==> src/rtl/core/max_diagonal_sum_unit_macros.svh <==
// assertion macros for the max diagonal sum rtl, used by mds_back
// expects clk_i and rst_ni in the scope where a macro is used
`ifndef MAX_DIAGONAL_SUM_UNIT_MACROS_SVH
`define MAX_DIAGONAL_SUM_UNIT_MACROS_SVH

// same-cycle implication, checked outside reset
`define MDS_ASSERT_IMP(name, ante, cons, msg) \
  name: assert property (@(posedge clk_i) disable iff (!rst_ni) (ante) |-> (cons)) \
    else $error(msg);

// next-cycle implication, checked outside reset
`define MDS_ASSERT_NXT(name, ante, cons, msg) \
  name: assert property (@(posedge clk_i) disable iff (!rst_ni) (ante) |=> (cons)) \
    else $error(msg);

`endif

==> src/rtl/core/mds_pkg.sv <==
// package for the max diagonal sum unit: fixed widths, register codes, flag struct
// no dependencies
`timescale 1ns / 1ps

package mds_pkg;

  // fixed field widths
  localparam int unsigned SIZE_W  = 7;
  localparam int unsigned SUM_W   = 22;
  localparam int unsigned ADDR_W  = 3;
  localparam int unsigned DATA_W  = 32;

  // saturation bounds of a line sum
  localparam int SUM_MAX = 2097151;
  localparam int SUM_MIN = -2097152;

  // reset values of the configuration registers
  localparam logic [SIZE_W-1:0]       SIZE_RESET  = 7'd1;
  localparam logic signed [SUM_W-1:0] FLOOR_RESET = -22'sd100;

  // register codes, taken from paddr[2]
  typedef enum logic [0:0] {
    REG_MATRIX_SIZE = 1'b0,
    REG_MAX_FLOOR   = 1'b1
  } mds_reg_e;

  // classification of one element
  typedef struct packed {
    logic first;      // element (0,0), starts a matrix
    logic last_diag;  // closes its diagonal
    logic last_anti;  // closes its anti-diagonal
    logic last_elem;  // closes the matrix
  } mds_flags_t;

endpackage

==> src/rtl/core/mds_front.sv <==
// front end: element counters, line index computation and classification
// depends on mds_pkg
`timescale 1ns / 1ps

module mds_front
  import mds_pkg::*;
#(
  parameter int unsigned MAX_SIZE   = 64,
  parameter int unsigned VALUE_BITS = 16,
  localparam int unsigned LINES     = 2 * MAX_SIZE - 1,
  localparam int unsigned LINE_W    = $clog2(LINES)
) (
  input  logic                         clk_i,
  input  logic                         rst_ni,
  input  logic                         size_wr_i,
  input  logic [SIZE_W-1:0]            matrix_size_i,
  input  logic                         in_valid_i,
  output logic                         in_stall_o,
  input  logic signed [VALUE_BITS-1:0] element_value_i,
  input  logic                         q_full_i,
  output logic                         push_o,
  output mds_flags_t                   flags_o,
  output logic [LINE_W-1:0]            diag_idx_o,
  output logic [LINE_W-1:0]            anti_idx_o,
  output logic signed [VALUE_BITS-1:0] value_o
);

  localparam int unsigned IDX_W = $clog2(MAX_SIZE);
  localparam int unsigned N_W   = $clog2(MAX_SIZE + 1);
  localparam int unsigned CMP_W = (N_W > SIZE_W) ? N_W : SIZE_W;

  logic [IDX_W-1:0] row_q, row_d;
  logic [IDX_W-1:0] col_q, col_d;
  logic [CMP_W-1:0] size_ext;
  logic [N_W-1:0]   side_len;
  logic [IDX_W-1:0] last_idx;
  logic             last_row, last_col, accept;

  // effective side length, clamped to 1..MAX_SIZE
  always_comb begin
    size_ext = CMP_W'(matrix_size_i);
    if (size_ext == '0) begin
      side_len = N_W'(1);
    end else if (size_ext > CMP_W'(MAX_SIZE)) begin
      side_len = N_W'(MAX_SIZE);
    end else begin
      side_len = N_W'(size_ext);
    end
    last_idx = IDX_W'(side_len - N_W'(1));
  end

  // classification of the current element
  assign last_row = (row_q == last_idx);
  assign last_col = (col_q == last_idx);

  always_comb begin
    flags_o.first     = (row_q == '0) && (col_q == '0);
    flags_o.last_diag = last_row || last_col;
    flags_o.last_anti = last_row || (col_q == '0);
    flags_o.last_elem = last_row && last_col;
  end

  // line indexes: diagonal r + n - 1 - c, anti-diagonal r + c
  assign diag_idx_o = LINE_W'(row_q) + LINE_W'(last_idx) - LINE_W'(col_q);
  assign anti_idx_o = LINE_W'(row_q) + LINE_W'(col_q);
  assign value_o    = element_value_i;

  // request handshake into the queue
  assign in_stall_o = q_full_i;
  assign accept     = in_valid_i && !q_full_i;
  assign push_o     = accept;

  // row-major position
  always_comb begin
    row_d = row_q;
    col_d = col_q;
    if (size_wr_i) begin
      row_d = '0;
      col_d = '0;
    end else if (accept) begin
      if (last_row && last_col) begin
        row_d = '0;
        col_d = '0;
      end else if (last_col) begin
        row_d = row_q + IDX_W'(1);
        col_d = '0;
      end else begin
        col_d = col_q + IDX_W'(1);
      end
    end
  end

  always_ff @(posedge clk_i or negedge rst_ni) begin
    if (!rst_ni) begin
      row_q <= '0;
      col_q <= '0;
    end else begin
      row_q <= row_d;
      col_q <= col_d;
    end
  end

endmodule

==> config.mk <==
export PLATFORM = sky130hd
export DESIGN_NAME = mds_front
export DESIGN_NICKNAME = d
export VERILOG_FILES = /design/src/rtl/core/max_diagonal_sum_unit_macros.svh /design/src/rtl/core/mds_pkg.sv /design/src/rtl/core/mds_front.sv
export SDC_FILE = /design/constraint.sdc
export NUM_CORES = 1
export LEC_CHECK = 0
export ABC_AREA = 0
export BUFFER_PORTS_ARGS = -buffer_cell sky130_fd_sc_hd__buf_2
export CAP_MARGIN = 25
export CORE_MARGIN = 2
export CORE_UTILIZATION = 55
export DETAILED_ROUTE_END_ITERATION = 10
export PLACE_DENSITY = 0.92
export SLEW_MARGIN = 10
export SYNTH_ARGS = -nofsm -noshare
export SYNTH_HDL_FRONTEND = slang
export SYNTH_SLANG_ARGS = --single-unit
export TNS_END_PERCENT = 50
==> constraint.sdc <==
create_clock -name clk_i -period 6.4 [get_ports clk_i]
set_clock_uncertainty 0.1 [all_clocks]
set_input_delay 0.64 -clock clk_i [delete_from_list [all_inputs] [get_ports clk_i]]
set_output_delay 0.64 -clock clk_i [all_outputs]
set_load 0.01 [all_outputs]
==> impl_metrics.json <==
{
  "vias": 1620,
  "critPathKind": "in -> out",
  "drt-pass1-iter-count": 4,
  "hold_buffers": 0,
  "wl_met2_um": 2070,
  "cp_max_fo": 5,
  "r2r_start": "col_q[0]",
  "cts_buffers": 3,
  "highest_layer": "met4",
  "synth-edff-count": 0,
  "grt_start_max_net_pins": 20,
  "hold_slack_ns": 0.136,
  "fin_cells": 290,
  "cts-htree-levels": 1,
  "drt-met1-wl_um": 1750,
  "std_cell_rows": 21,
  "yosysMostFrequentCell": "inv_1",
  "grt_overflow": 0,
  "cts-root-buf": "clkbuf_4",
  "worstReg2RegEnd": "row_q[0]",
  "outcome": "completed",
  "setup_viol": 0,
  "hp-class": "in -> async",
  "reg2regPathDepth": 6,
  "finish.net_count": 304,
  "antenna_found_initial": 0,
  "ys_seq_area_share_pct": 15.9,
  "synth.distinct_cells": 41,
  "syn_nets": 291,
  "rsz0062_at_grt": "false",
  "required_ns": 5.66,
  "routed_via_density": 5.59,
  "clk_pin_slew_ns": 0.07,
  "final.period_utilization_pct": 74.4,
  "min_period_ns": 4.76,
  "yosys_warnings": 0,
  "ctsLongestPathBuffers": 2,
  "ir_worst_vdd_v": 0.0000986,
  "wl_per_cell_um": 14.0,
  "yosysTopAreaCellShare_pct": 15.9,
  "ctsResizeCount": 0,
  "slew_headroom_pct": 53.6,
  "tns_ns": 0,
  "dpl.hpwl_um": 3260,
  "grtUsageTotal_pct": 20.9,
  "worstPathArrival_ns": 4.02,
  "synth_largest_area_cell": "dfrtp_1",
  "grt_pass1_vias": 1596,
  "start_util_pct": 56.9,
  "clk_latency_ns": 0.27,
  "utilization_pct": 59.2,
  "netlist_area_um2": 1880,
  "clock_sinks": 12,
  "synth_common_cells": "inv_1 (34), ha_1 (23), nor2_1 (19)",
  "grt_pass1_wl_um": 6800,
  "max_slew.worst_pin.slew_ns": 0.694,
  "syn_inst": 233,
  "drt_iter0_drc": 46,
  "die_w_um": 62.5,
  "cellPowerDensity_nw_per_um2": 160,
  "die_area_um2": 3910,
  "io_pins": 64,
  "start_kind": "input port",
  "fmax_mhz": 210,
  "tritoncts": "built",
  "synth-async-reset-ratio_pct": 100,
  "synth-main-ff-cell": "dfrtp_1",
  "syn_area_per_cell_um2": 8.09,
  "drv_slew": 0,
  "max_cap_violations": 0,
  "drive_gt1_share_pct": 16.4,
  "core_um2": 3310,
  "area.growth.synth_to_final_pct": 3.98,
  "place_inst": 287,
  "io_buffers": 31,
  "reg2reg_slack_ns": 3.92,
  "antenna_left": 0,
  "drc_errors": 0,
  "finalHoldViolations": 0,
  "antenna_cells": 0,
  "p_leak_nw": 0.949,
  "die_y_um": 62.5,
  "route.met3.wl_um": 203,
  "crit_path_end_kind": "output port",
  "yosys-top-cells-area": "dfrtp_1 (16%), ha_1 (15%), fa_1 (7.4%)",
  "gp_congestion": 0.822,
  "ys_ff_latch": 12,
  "cts_setup_buffers": 0,
  "routed_wl_um": 4050
}
==> area by class of cell <==
type	instances	area, um2
sequential	12	300
multi-input combinational	164	1300
clock buffer	3	22.5
timing repair buffer	31	155
inverter	34	128
fill	309	1350
tap	46	57.6
==> logic make-up (layout without fill, tap and decap cells) <==
logic type               count (synthesis)  after routing  synth area share (%)
AND/OR/NAND/NOR                         73             73                  20.4
AO/OA/AOI/OAI                           41             41                  15.6
multiplexers                             1              1                 0.531
XOR/XNOR                                19             19                  9.56
buffers and inverters                   57             68                  15.3
adder cells (fa/ha/maj)                 30             30                  22.7
flip-flops                              12             12                  15.9
==> how the worst max path moves through the flow <==
stage | slack [ns] | from | to | cells after the start
final | 1.64 | matrix_size_i[4] | diag_idx_o[6] | 17
after global routing | 1.45 | matrix_size_i[4] | diag_idx_o[6] | 17
after CTS | 1.63 | matrix_size_i[4] | diag_idx_o[6] | 17
after detailed placement | 1.63 | matrix_size_i[4] | diag_idx_o[6] | 17
after global placement | 1.73 | matrix_size_i[4] | diag_idx_o[6] | 17
after floorplan | 2.03 | matrix_size_i[4] | diag_idx_o[6] | 15
==> through the flow <==
stage               power [W]  setup WS, ns  cell area, um2
CTS                  0.000316          1.63            1960
global route         0.000339          1.45            1960
global placement     0.000264          1.73            1940
detailed placement   0.000271          1.63            1940
floorplan            0.000226          2.03            1880
finish               0.000314          1.64            1960
==> placed cells by master (no fill, tap or decap), types with 2 or more instances in the layout <==
cell       n
ha_1      23
nor2_1    19
nand2b_1   5
nand2_1   11
o311ai_2   2
xnor2_1   11
o21bai_1   6
or3_1      3
nor3_1     4
a21o_1     2
a31oi_1    2
o21ai_0    8
buf_2     31
clkbuf_4   3
xor2_1     7
fa_1       7
nor2b_1    3
nand3_1   15
or4_1      2
inv_1     34
o211ai_1   4
a21oi_1   11
dfrtp_1   12
nor4_1     3
and3_1     2
==> flip-flops by register name (all words and copies together) (netlist names) <==
name / count
col_q: 6
row_q: 6
==> layer usage <==
| layer | vias up | GRT usage [%] |
|---|---|---|
| met5 | - | 0 |
| met4 | 0 | 6.39 |
| met3 | 4 | 1.26 |
| met2 | 52 | 39.0 |
| li1 | 786 | - |
| met1 | 778 | 25.7 |
==> worst max-delay path, stage by stage <==
cell and delay, ns:
buf_2 0.12, or4_1 0.54, nor2_1 0.10, nor2_1 0.04
nor2_1 0.12, inv_1 0.06, ha_1 0.23, nor3b_1 0.18
o311ai_2 0.39, inv_1 0.11, fa_1 0.49, inv_1 0.05
ha_1 0.32, a21o_1 0.17, a21oi_1 0.16, xor2_1 0.15
buf_2 0.14
==> power by group <==
part           switching (W)  internal, W
clock network      0.0000231    0.0000218
logic              0.0000983    0.0000820
registers         0.00000899    0.0000798
(Power assumes the default switching activity.)
