==> src/rtl/core/max_diagonal_sum_unit_macros.svh <==
// assertion macros for the max diagonal sum rtl, used by mds_back
// expects clk_i and rst_ni in the scope where a macro is used
`ifndef MAX_DIAGONAL_SUM_UNIT_MACROS_SVH
`define MAX_DIAGONAL_SUM_UNIT_MACROS_SVH

// same-cycle implication, checked outside reset
`define MDS_ASSERT_IMP(name, ante, cons, msg) \
  name: assert property (@(posedge clk_i) disable iff (!rst_ni) (ante) |-> (cons)) \
    else $error(msg);

// next-cycle implication, checked outside reset
`define MDS_ASSERT_NXT(name, ante, cons, msg) \
  name: assert property (@(posedge clk_i) disable iff (!rst_ni) (ante) |=> (cons)) \
    else $error(msg);

`endif

==> src/rtl/core/mds_queue.sv <==
// two-entry queue between front end and back end
// depends on nothing but the timescale
`timescale 1ns / 1ps

module mds_queue #(
  parameter int unsigned WIDTH = 8
) (
  input  logic             clk_i,
  input  logic             rst_ni,
  input  logic             push_i,
  input  logic [WIDTH-1:0] data_i,
  output logic             full_o,
  input  logic             pop_i,
  output logic             valid_o,
  output logic [WIDTH-1:0] data_o
);

  logic [WIDTH-1:0] mem_q [2];
  logic             wr_ptr_q, rd_ptr_q;
  logic [1:0]       cnt_q;

  assign full_o  = (cnt_q == 2'd2);
  assign valid_o = (cnt_q != 2'd0);
  assign data_o  = mem_q[rd_ptr_q];

  // storage
  always_ff @(posedge clk_i) begin
    if (push_i) begin
      mem_q[wr_ptr_q] <= data_i;
    end
  end

  // pointers and fill count
  always_ff @(posedge clk_i or negedge rst_ni) begin
    if (!rst_ni) begin
      wr_ptr_q <= 1'b0;
      rd_ptr_q <= 1'b0;
      cnt_q    <= 2'd0;
    end else begin
      if (push_i) begin
        wr_ptr_q <= ~wr_ptr_q;
      end
      if (pop_i) begin
        rd_ptr_q <= ~rd_ptr_q;
      end
      if (push_i && !pop_i) begin
        cnt_q <= cnt_q + 2'd1;
      end else if (pop_i && !push_i) begin
        cnt_q <= cnt_q - 2'd1;
      end
    end
  end

endmodule

==> config.mk <==
export PLATFORM = sky130hd
export DESIGN_NAME = mds_queue
export DESIGN_NICKNAME = d
export VERILOG_FILES = /design/src/rtl/core/max_diagonal_sum_unit_macros.svh /design/src/rtl/core/mds_queue.sv
export SDC_FILE = /design/constraint.sdc
export NUM_CORES = 1
export LEC_CHECK = 0
export ABC_AREA = 1
export BUFFER_PORTS_ARGS = -buffer_cell sky130_fd_sc_hd__buf_2
export CAP_MARGIN = 25
export CORE_ASPECT_RATIO = 0.8
export CORE_UTILIZATION = 35
export CTS_CLUSTER_SIZE = 24
export DETAILED_ROUTE_END_ITERATION = 10
export GPL_ROUTABILITY_DRIVEN = 0
export PLACE_DENSITY = 0.6
export SLEW_MARGIN = 5
export SYNTH_ARGS = -nofsm -noshare
export SYNTH_HDL_FRONTEND = slang
export SYNTH_SLANG_ARGS = --single-unit
export TNS_END_PERCENT = 20
==> constraint.sdc <==
create_clock -name clk_i -period 1.3 [get_ports clk_i]
set_clock_uncertainty 0.05 [all_clocks]
set_input_delay 0 -clock clk_i [delete_from_list [all_inputs] [get_ports clk_i]]
set_output_delay 0 -clock clk_i [all_outputs]
set_load 0.1 [all_outputs]
==> summary.md, run 1 <==
The post-route netlist has 42.2% of its cells at a drive strength greater than 1. Detailed placement finished with a half-perimeter wire length of 969 um. Across every metal layer, demand over resource in global routing totals 12.2%.

The first global-routing pass estimated 2.13 mm of wire. The count of vias placed by the detailed router came out at 512. The most used flip-flop cell after synthesis is sky130_fd_sc_hd__edfxtp_1.

In this run the tightest slew margin relative to its limit is 77.0%. The detail route stage leaves a number of antenna-violating nets equal to 0. Floorplan core area: 2180 um2. After technology mapping, the gate count stands at 50. STA classifies the critical path endpoint as an output pin. In this run, the number of DRC markers left after iteration 0 of detailed routing was 3. The logs give 0 for the number of antenna violations at the first check in global routing and 0 for the leftover overflow at the end of global routing. The tree is rooted in a sky130_fd_sc_hd__clkbuf_4. The worst hold path passes through 2 cells. At the worst endpoint, the required time is 1.25 ns. For this run, asynchronously set or reset flops after synthesis account for 20.0%.

The final layout contains 104 nets. In this run the deepest clock path goes through 2 buffers. Dividing the synthesized area by the synthesized cell count gives 16.4 um2. The number of antenna diodes is 0, and the clock-pin slew on the worst setup and hold paths is 0.10 ns. The final critical path takes up 107% of the cycle. STA classifies the critical path startpoint as a flop.

The minimum setup slack in the final design is -0.0919 ns. TritonCTS built the clock tree. The tools report the final count of pins violating max slew as 0. The number of top-level pins was 22; the minimum clock period was 1.39 ns.

For the worst setup path, the data arrival time is 1.34 ns. The type of the setup path with the least slack was flop to output pin. After floorplanning, the core was divided into 15 placement rows. The first TritonRoute pass finished after 4 iterations.

The count of final hold-check violations was 0. For the pin with the worst max-slew slack, the measured transition is 0.345 ns. Of the post-synthesis cell area, the dominant cell type holds 58.7%. After synthesis, the cell types taking the most area are sky130_fd_sc_hd__edfxtp_1, sky130_fd_sc_hd__mux2_4, sky130_fd_sc_hd__dfrtp_1. The largest fanout of any net on the critical path came out at 5.

The post-synthesis cell area was 818 um2. The worst-path cell with the longest stage delay was sky130_fd_sc_hd__dfrtp_2. The overall die width came out at 56.1 um. Setup repair after global routing could not meet its margin everywhere. Dividing the detail-routed via count by the number of cells gives 4.45. The logs give 37.6% for the initial standard-cell utilization of the core and 12 for the largest net degree at the start of global routing. Yosys printed 0 warnings.

During placement, the flow inserted port buffers numbering 21. The run gives 0 as the remaining routing DRC violations. The final reports fail on negative setup slack. In this run, synthesis produced a sequential element count of 20.

For this block, the routed nets add up to 1.45 mm of wire. The number of clock buffers added by TritonCTS is 3. The area enclosed by the die boundary was 2540 um2. The most common cell in the synthesized netlist is sky130_fd_sc_hd__edfxtp_1. Total of max-cap violations: 0. The largest single stage delay on the critical path is 0.43 ns. Measured in cells, the most critical reg-to-reg path has a length of 2. The worst-skew pair later-pin latency is 0.29 ns, and the area growth from synthesis to layout is 56.6%.

The sequential-to-total area share from yosys stat was 70.9%. Walking the worst path, the cells encountered are buf_6 > mux2_4 > buf_12. Static timing analysis puts the maximum clock frequency at 718 MHz. In the final routed layout, each cell accounts on average for 12.6 um. The number of synthesized flops with an enable pin is 16, and the final core utilization is 58.9%. The cell taking the most area after synthesis was sky130_fd_sc_hd__edfxtp_1.

After synthesis, the most frequently instantiated cells are sky130_fd_sc_hd__edfxtp_1, sky130_fd_sc_hd__mux2_4, sky130_fd_sc_hd__inv_1. Synthesis produced a netlist with a net count of 63. Measured along the y axis, the die boundary spans 45.2 um.

Counting distinct cell types in the post-synthesis netlist gives 12. The number of global-route vias before repair was 512. The flow ran to the end, but the final reports show violations.

The min-delay analysis places its worst path in the category input port to flop. The CTS sink count is 20, and the number of setup violations in the final report is 8. The tools report the count of H-tree levels built during CTS as 1.
==> layer usage <==
layer / wire (um) / vias up / part of all wire (%) / global-route usage, %
met5: 0 / - / 0 / 0
met4: 19 / 0 / 1.3 / 7.32
met3: 60 / 2 / 4.1 / 2.58
met2: 794 / 14 / 55 / 23.3
met1: 578 / 242 / 40 / 12.6
li1: - / 254 / - / -
==> worst paths after layout <==
check / from / endpoint / slack (ns)
worst max-delay path: rd_ptr_q$_DFFE_PN0P_ / data_o[7] / -0.09
worst min-delay path: data_i[4] / mem_q[1][4]$_DFFE_PP_ / 0.38
worst min register to register: cnt_q[1]$_DFFE_PN0P_ / cnt_q[1]$_DFFE_PN0P_ / 0.44
worst max register to register: wr_ptr_q$_DFFE_PN0P_ / mem_q[1][0]$_DFFE_PP_ / 0.19
max in group asynchronous: rst_ni / rd_ptr_q$_DFFE_PN0P_ / 0.48
min in group asynchronous: rst_ni / cnt_q[0]$_DFFE_PN0P_ / 0.53
==> timing repair <==
action | 4_1_cts | 5_1_grt
gates resized for setup | 4 | 0
hold buffers | 12 | 0
buffers inserted | 2 | 0
endpoints found under the hold margin | 22 | 0
endpoints found under the setup margin | 8 | 8
==> metrics by stage <==
stage | hold slack (ns) | TNS (ns) | setup WS (ns) | instances | cell area [um2]
2_1_floorplan | -0.346 | 0 | 0.0356 | 50 | 821
3_3_place_gp | -0.238 | 0 | 0.0777 | 97 | 1110
3_5_place_dp | -0.241 | 0 | 0.0446 | 97 | 1110
4_1_cts | 0.368 | -0.672 | -0.0923 | 115 | 1280
5_1_grt | 0.372 | -0.976 | -0.128 | 115 | 1280
6_report | 0.380 | -0.679 | -0.0919 | 115 | 1280
==> kinds of logic after synthesis <==
group                      count (synthesis)  synth area share, %
muxes                                      8                 14.7
xor gates and xnor gates                   3                 3.21
adders and majority gates                  1                 1.53
and+or+nand+nor                           10                 5.05
DFF                                       20                 70.9
buffers and inverters                      8                 4.59
==> cell usage in the layout (no fill, tap or decap), drive strengths merged <==
cell	n
mux2	8
dfrtp	4
nor2	2
ha	1
buf	25
xor2	2
clkbuf	3
dlygate4sd3	12
edfxtp	16
clkinv	1
nand2	6
xnor2	1
nand3	1
inv	7
nand4	1
==> layout make-up <==
class                           instances  area (um2)
Tap cell                               25        31.3
Clock inverter                          1        3.75
Clock buffer                            3        22.5
Sequential cell                        20         582
Inverter                                7        26.3
Multi-Input combinational cell         22         203
Timing Repair Buffer                   37         413
Fill cell                             170         896
==> state kept, by name, indices dropped and copies added (netlist names) <==
signal,flops
cnt_q,2
rd_ptr_q,1
mem_q,16
wr_ptr_q,1
==> critical path: cells and delay by family, from the launching register on <==
kind     cells  cell delay (ns)
flops        1             0.43
mux          1             0.31
buf+inv      2             0.31
Power of run 1 is left out: the tool's default activity adds up to more than one toggle a clock period on the data nets, which glitch-free logic cannot reach.
==> run 2: changes to the inputs <==
==> constraint.sdc (replaced) <==
create_clock -name clk_i -period 1.4 [get_ports clk_i]
set_clock_uncertainty 0.05 [all_clocks]
set_input_delay 0 -clock clk_i [delete_from_list [all_inputs] [get_ports clk_i]]
set_output_delay 0 -clock clk_i [all_outputs]
set_load 0.1 [all_outputs]
==> run 2 against run 1 <==
  * Critical path depth is 1 lower
  * Worst hold slack got worse by 0.010 ns
  * Global-route usage is 1.2 points lower
  * Non-clock buffer count down 1
  * Via count decreased by 3.9%
  * Critical path type unchanged
  * Sequential cell count unchanged
  * Final area decreased by 3.5%
  * Wire length decreased by 13%
  * Utilization shrank 2.1 points
  * The flow now finishes without violations
  * Cell count is 0.87% lower
==> summary.md, run 2 (synthesis gave the netlist of run 1 again) <==
Slack of the worst reg-to-reg path: 0.33 ns (+0.14 ns). The largest fanout of any net on the critical path was 9 (+4); the worst endpoint required time was 1.35 ns (+0.10 ns). The final critical path takes up 99.7% of the cycle. The path class of the tightest hold or removal check is input port to flop. For the number of design-rule violations left by the first detailed-router iteration, the log shows 3 (unchanged). The critical path in this run is classified as flop to output pin. The slew of the pin with the lowest slew margin was 0.486 ns (+0.141 ns). The floorplan core area was 2180 um2 (unchanged). The initial standard-cell utilization of the core came out at 37.6% (unchanged).

The area enclosed by the die boundary is 2540 um2 (unchanged). Overall fraction of global-route tracks in use: 10.9% (-1.2 points). The number of detailed-routing iterations run before antenna repair is 4 (unchanged).

The number of global-route vias before repair is 470 (-8.2%), and the CTS sink count is 20 (unchanged). Aggregate routed wire length: 1.26 mm (-13%). For the number of antenna violations at the first check in global routing, the log shows 0 (unchanged). Flip-flop count of the largest register after layout: 16 (unchanged). The top cell types in the final layout, fill and taps aside, are sky130_fd_sc_hd__edfxtp_1, sky130_fd_sc_hd__buf_2, sky130_fd_sc_hd__dlygate4sd3_1, sky130_fd_sc_hd__mux2_4, sky130_fd_sc_hd__buf_12. The count of H-tree levels built during CTS was 1 (unchanged). In the final layout, the registers with the most flip-flops are mem_q: 16 flops, cnt_q: 2 flops.

The worst setup path is launched from a flop. The fraction of layout instances using a drive strength above 1 came out at 41.6% (-0.65 points). The cell at the root of the clock tree is sky130_fd_sc_hd__clkbuf_4. TritonCTS built the clock tree. Final core utilization: 56.8% (-2.1 points).

The detail-routed net length per standard cell came out at 11.0 um (-13%). The area growth from synthesis to layout is 51.1%. The number of antenna-violating nets in the routed design is 0 (unchanged). Most frequent standard cell in the layout excluding fill and tap cells: sky130_fd_sc_hd__edfxtp_1. The placed cell area is 1080 um2 (-2.7%), and the non-filler instance count after layout is 114 (-0.87%). The remaining routing DRC violations is 0 (unchanged), and the number of setup violations in the final report is 0 (-8). For the wire length of the first global-routing pass, the log shows 1.93 mm (-9.7%). The y dimension of the die was 45.2 um (unchanged); the worst-case headroom to the max-slew limit was 67.8% (-9.2 points). The clock-pin slew on the worst setup and hold paths was 0.10 ns (about the same). The number of top-level pins is 22 (unchanged), and the net count of the finished layout is 103 (-0.96%).

Ranked by flip-flop count, first place goes to mem_q. The logs give 12 (unchanged) for the largest net degree at the start of global routing and 3 (unchanged) for the CTS buffer count. The logs give 1.35 ns (about the same) for the arrival time reported for the critical path endpoint and 582 um2 (unchanged) for the total area of sequential cells.

The via density per instance is 4.32 (-3.1%), and the worst-skew pair later-pin latency is 0.29 ns (about the same). The leftover overflow at the end of global routing was 0 (unchanged); the area used by multi-input combinational logic was 203 um2 (unchanged). Setup repair after global routing could not meet its margin everywhere.

The tools report the count of final hold-check violations as 0 (unchanged). The minimum clock period works out to 1.40 ns. Post-detailed-placement half-perimeter wirelength: 917 um (-5.4%). Port buffer count: 21 (unchanged). Number of antenna diodes: 0 (unchanged). The worst setup path is captured at an output pin. The logs give 717 MHz for the highest achievable clock rate and 15 (unchanged) for the number of cell rows. For the buffer depth of the longest clock path, the log shows 2 (unchanged). The flow ran to the end, and the final reports show no timing, DRC or antenna violations. The total of max-cap violations came out at 0 (unchanged). Final count of pins violating max slew: 0 (unchanged).

The count of vias placed by the detailed router was 492 (-3.9%); the finished layout cell area was 1240 um2 (-3.5%). The fill cell instance count of the final layout is 181 (+6.5%). Cell count after placement: 97 (unchanged). The overall die width came out at 56.1 um (unchanged).
## run 2: layout make-up
cell class,count,area share (%)
tap,25,2.53
multi-input combinational,22,16.4
clock inverter,1,0.304
sequential,20,47.1
timing repair buffer,36,29.8
clock buffer,3,1.82
inverter,7,2.13
## run 2: repair_timing
| item | 4_1_cts | 5_1_grt |
|---|---|---|
| endpoints found under the hold margin | 22 | 0 |
| resized for setup | 1 | 0 |
| pin swaps | 0 | 0 |
| setup endpoints to repair | 8 | 8 |
| setup buffers | 0 | 1 |
| hold buffers | 12 | 0 |
## run 2: worst paths after layout
| kind | to | from | cells after the start |
|---|---|---|---|
| max | data_o[6] | rd_ptr_q$_DFFE_PN0P_ | 2 |
| min | mem_q[0][7]$_DFFE_PP_ | data_i[7] | 2 |
| max reg2reg | mem_q[1][3]$_DFFE_PP_ | wr_ptr_q$_DFFE_PN0P_ | 2 |
| min reg2reg | cnt_q[1]$_DFFE_PN0P_ | cnt_q[1]$_DFFE_PN0P_ | 2 |
| max in group asynchronous | rd_ptr_q$_DFFE_PN0P_ | rst_ni | 3 |
| min in group asynchronous | cnt_q[0]$_DFFE_PN0P_ | rst_ni | 3 |
## run 2: metal layers
layer | track usage [%] | wire, um | share of wire, % | up-vias
met3 | 2.58 | 33 | 2.6 | 2
li1 | - | - | - | 249
met1 | 12.0 | 526 | 42 | 231
met2 | 19.5 | 681 | 54 | 10
met5 | 0 | 0 | 0 | -
met4 | 7.32 | 14 | 1.1 | 0
## run 2: through the flow
stage	worst slack (ns)	hold WS, ns	TNS [ns]
after floorplan	0.136	-0.346	0
after global placement	0.175	-0.237	0
after CTS	-0.0248	0.363	-0.171
after global routing	-0.0466	0.361	-0.344
after detailed placement	0.168	-0.238	0
final	0.00456	0.370	0
## run 2: worst max-delay path, cell delays in order (launching register included)
cell and delay [ns]:
sky130_fd_sc_hd__dfrtp_2 0.54, sky130_fd_sc_hd__mux2_4 0.35, sky130_fd_sc_hd__buf_12 0.17
Power of run 2 is left out for the same reason.
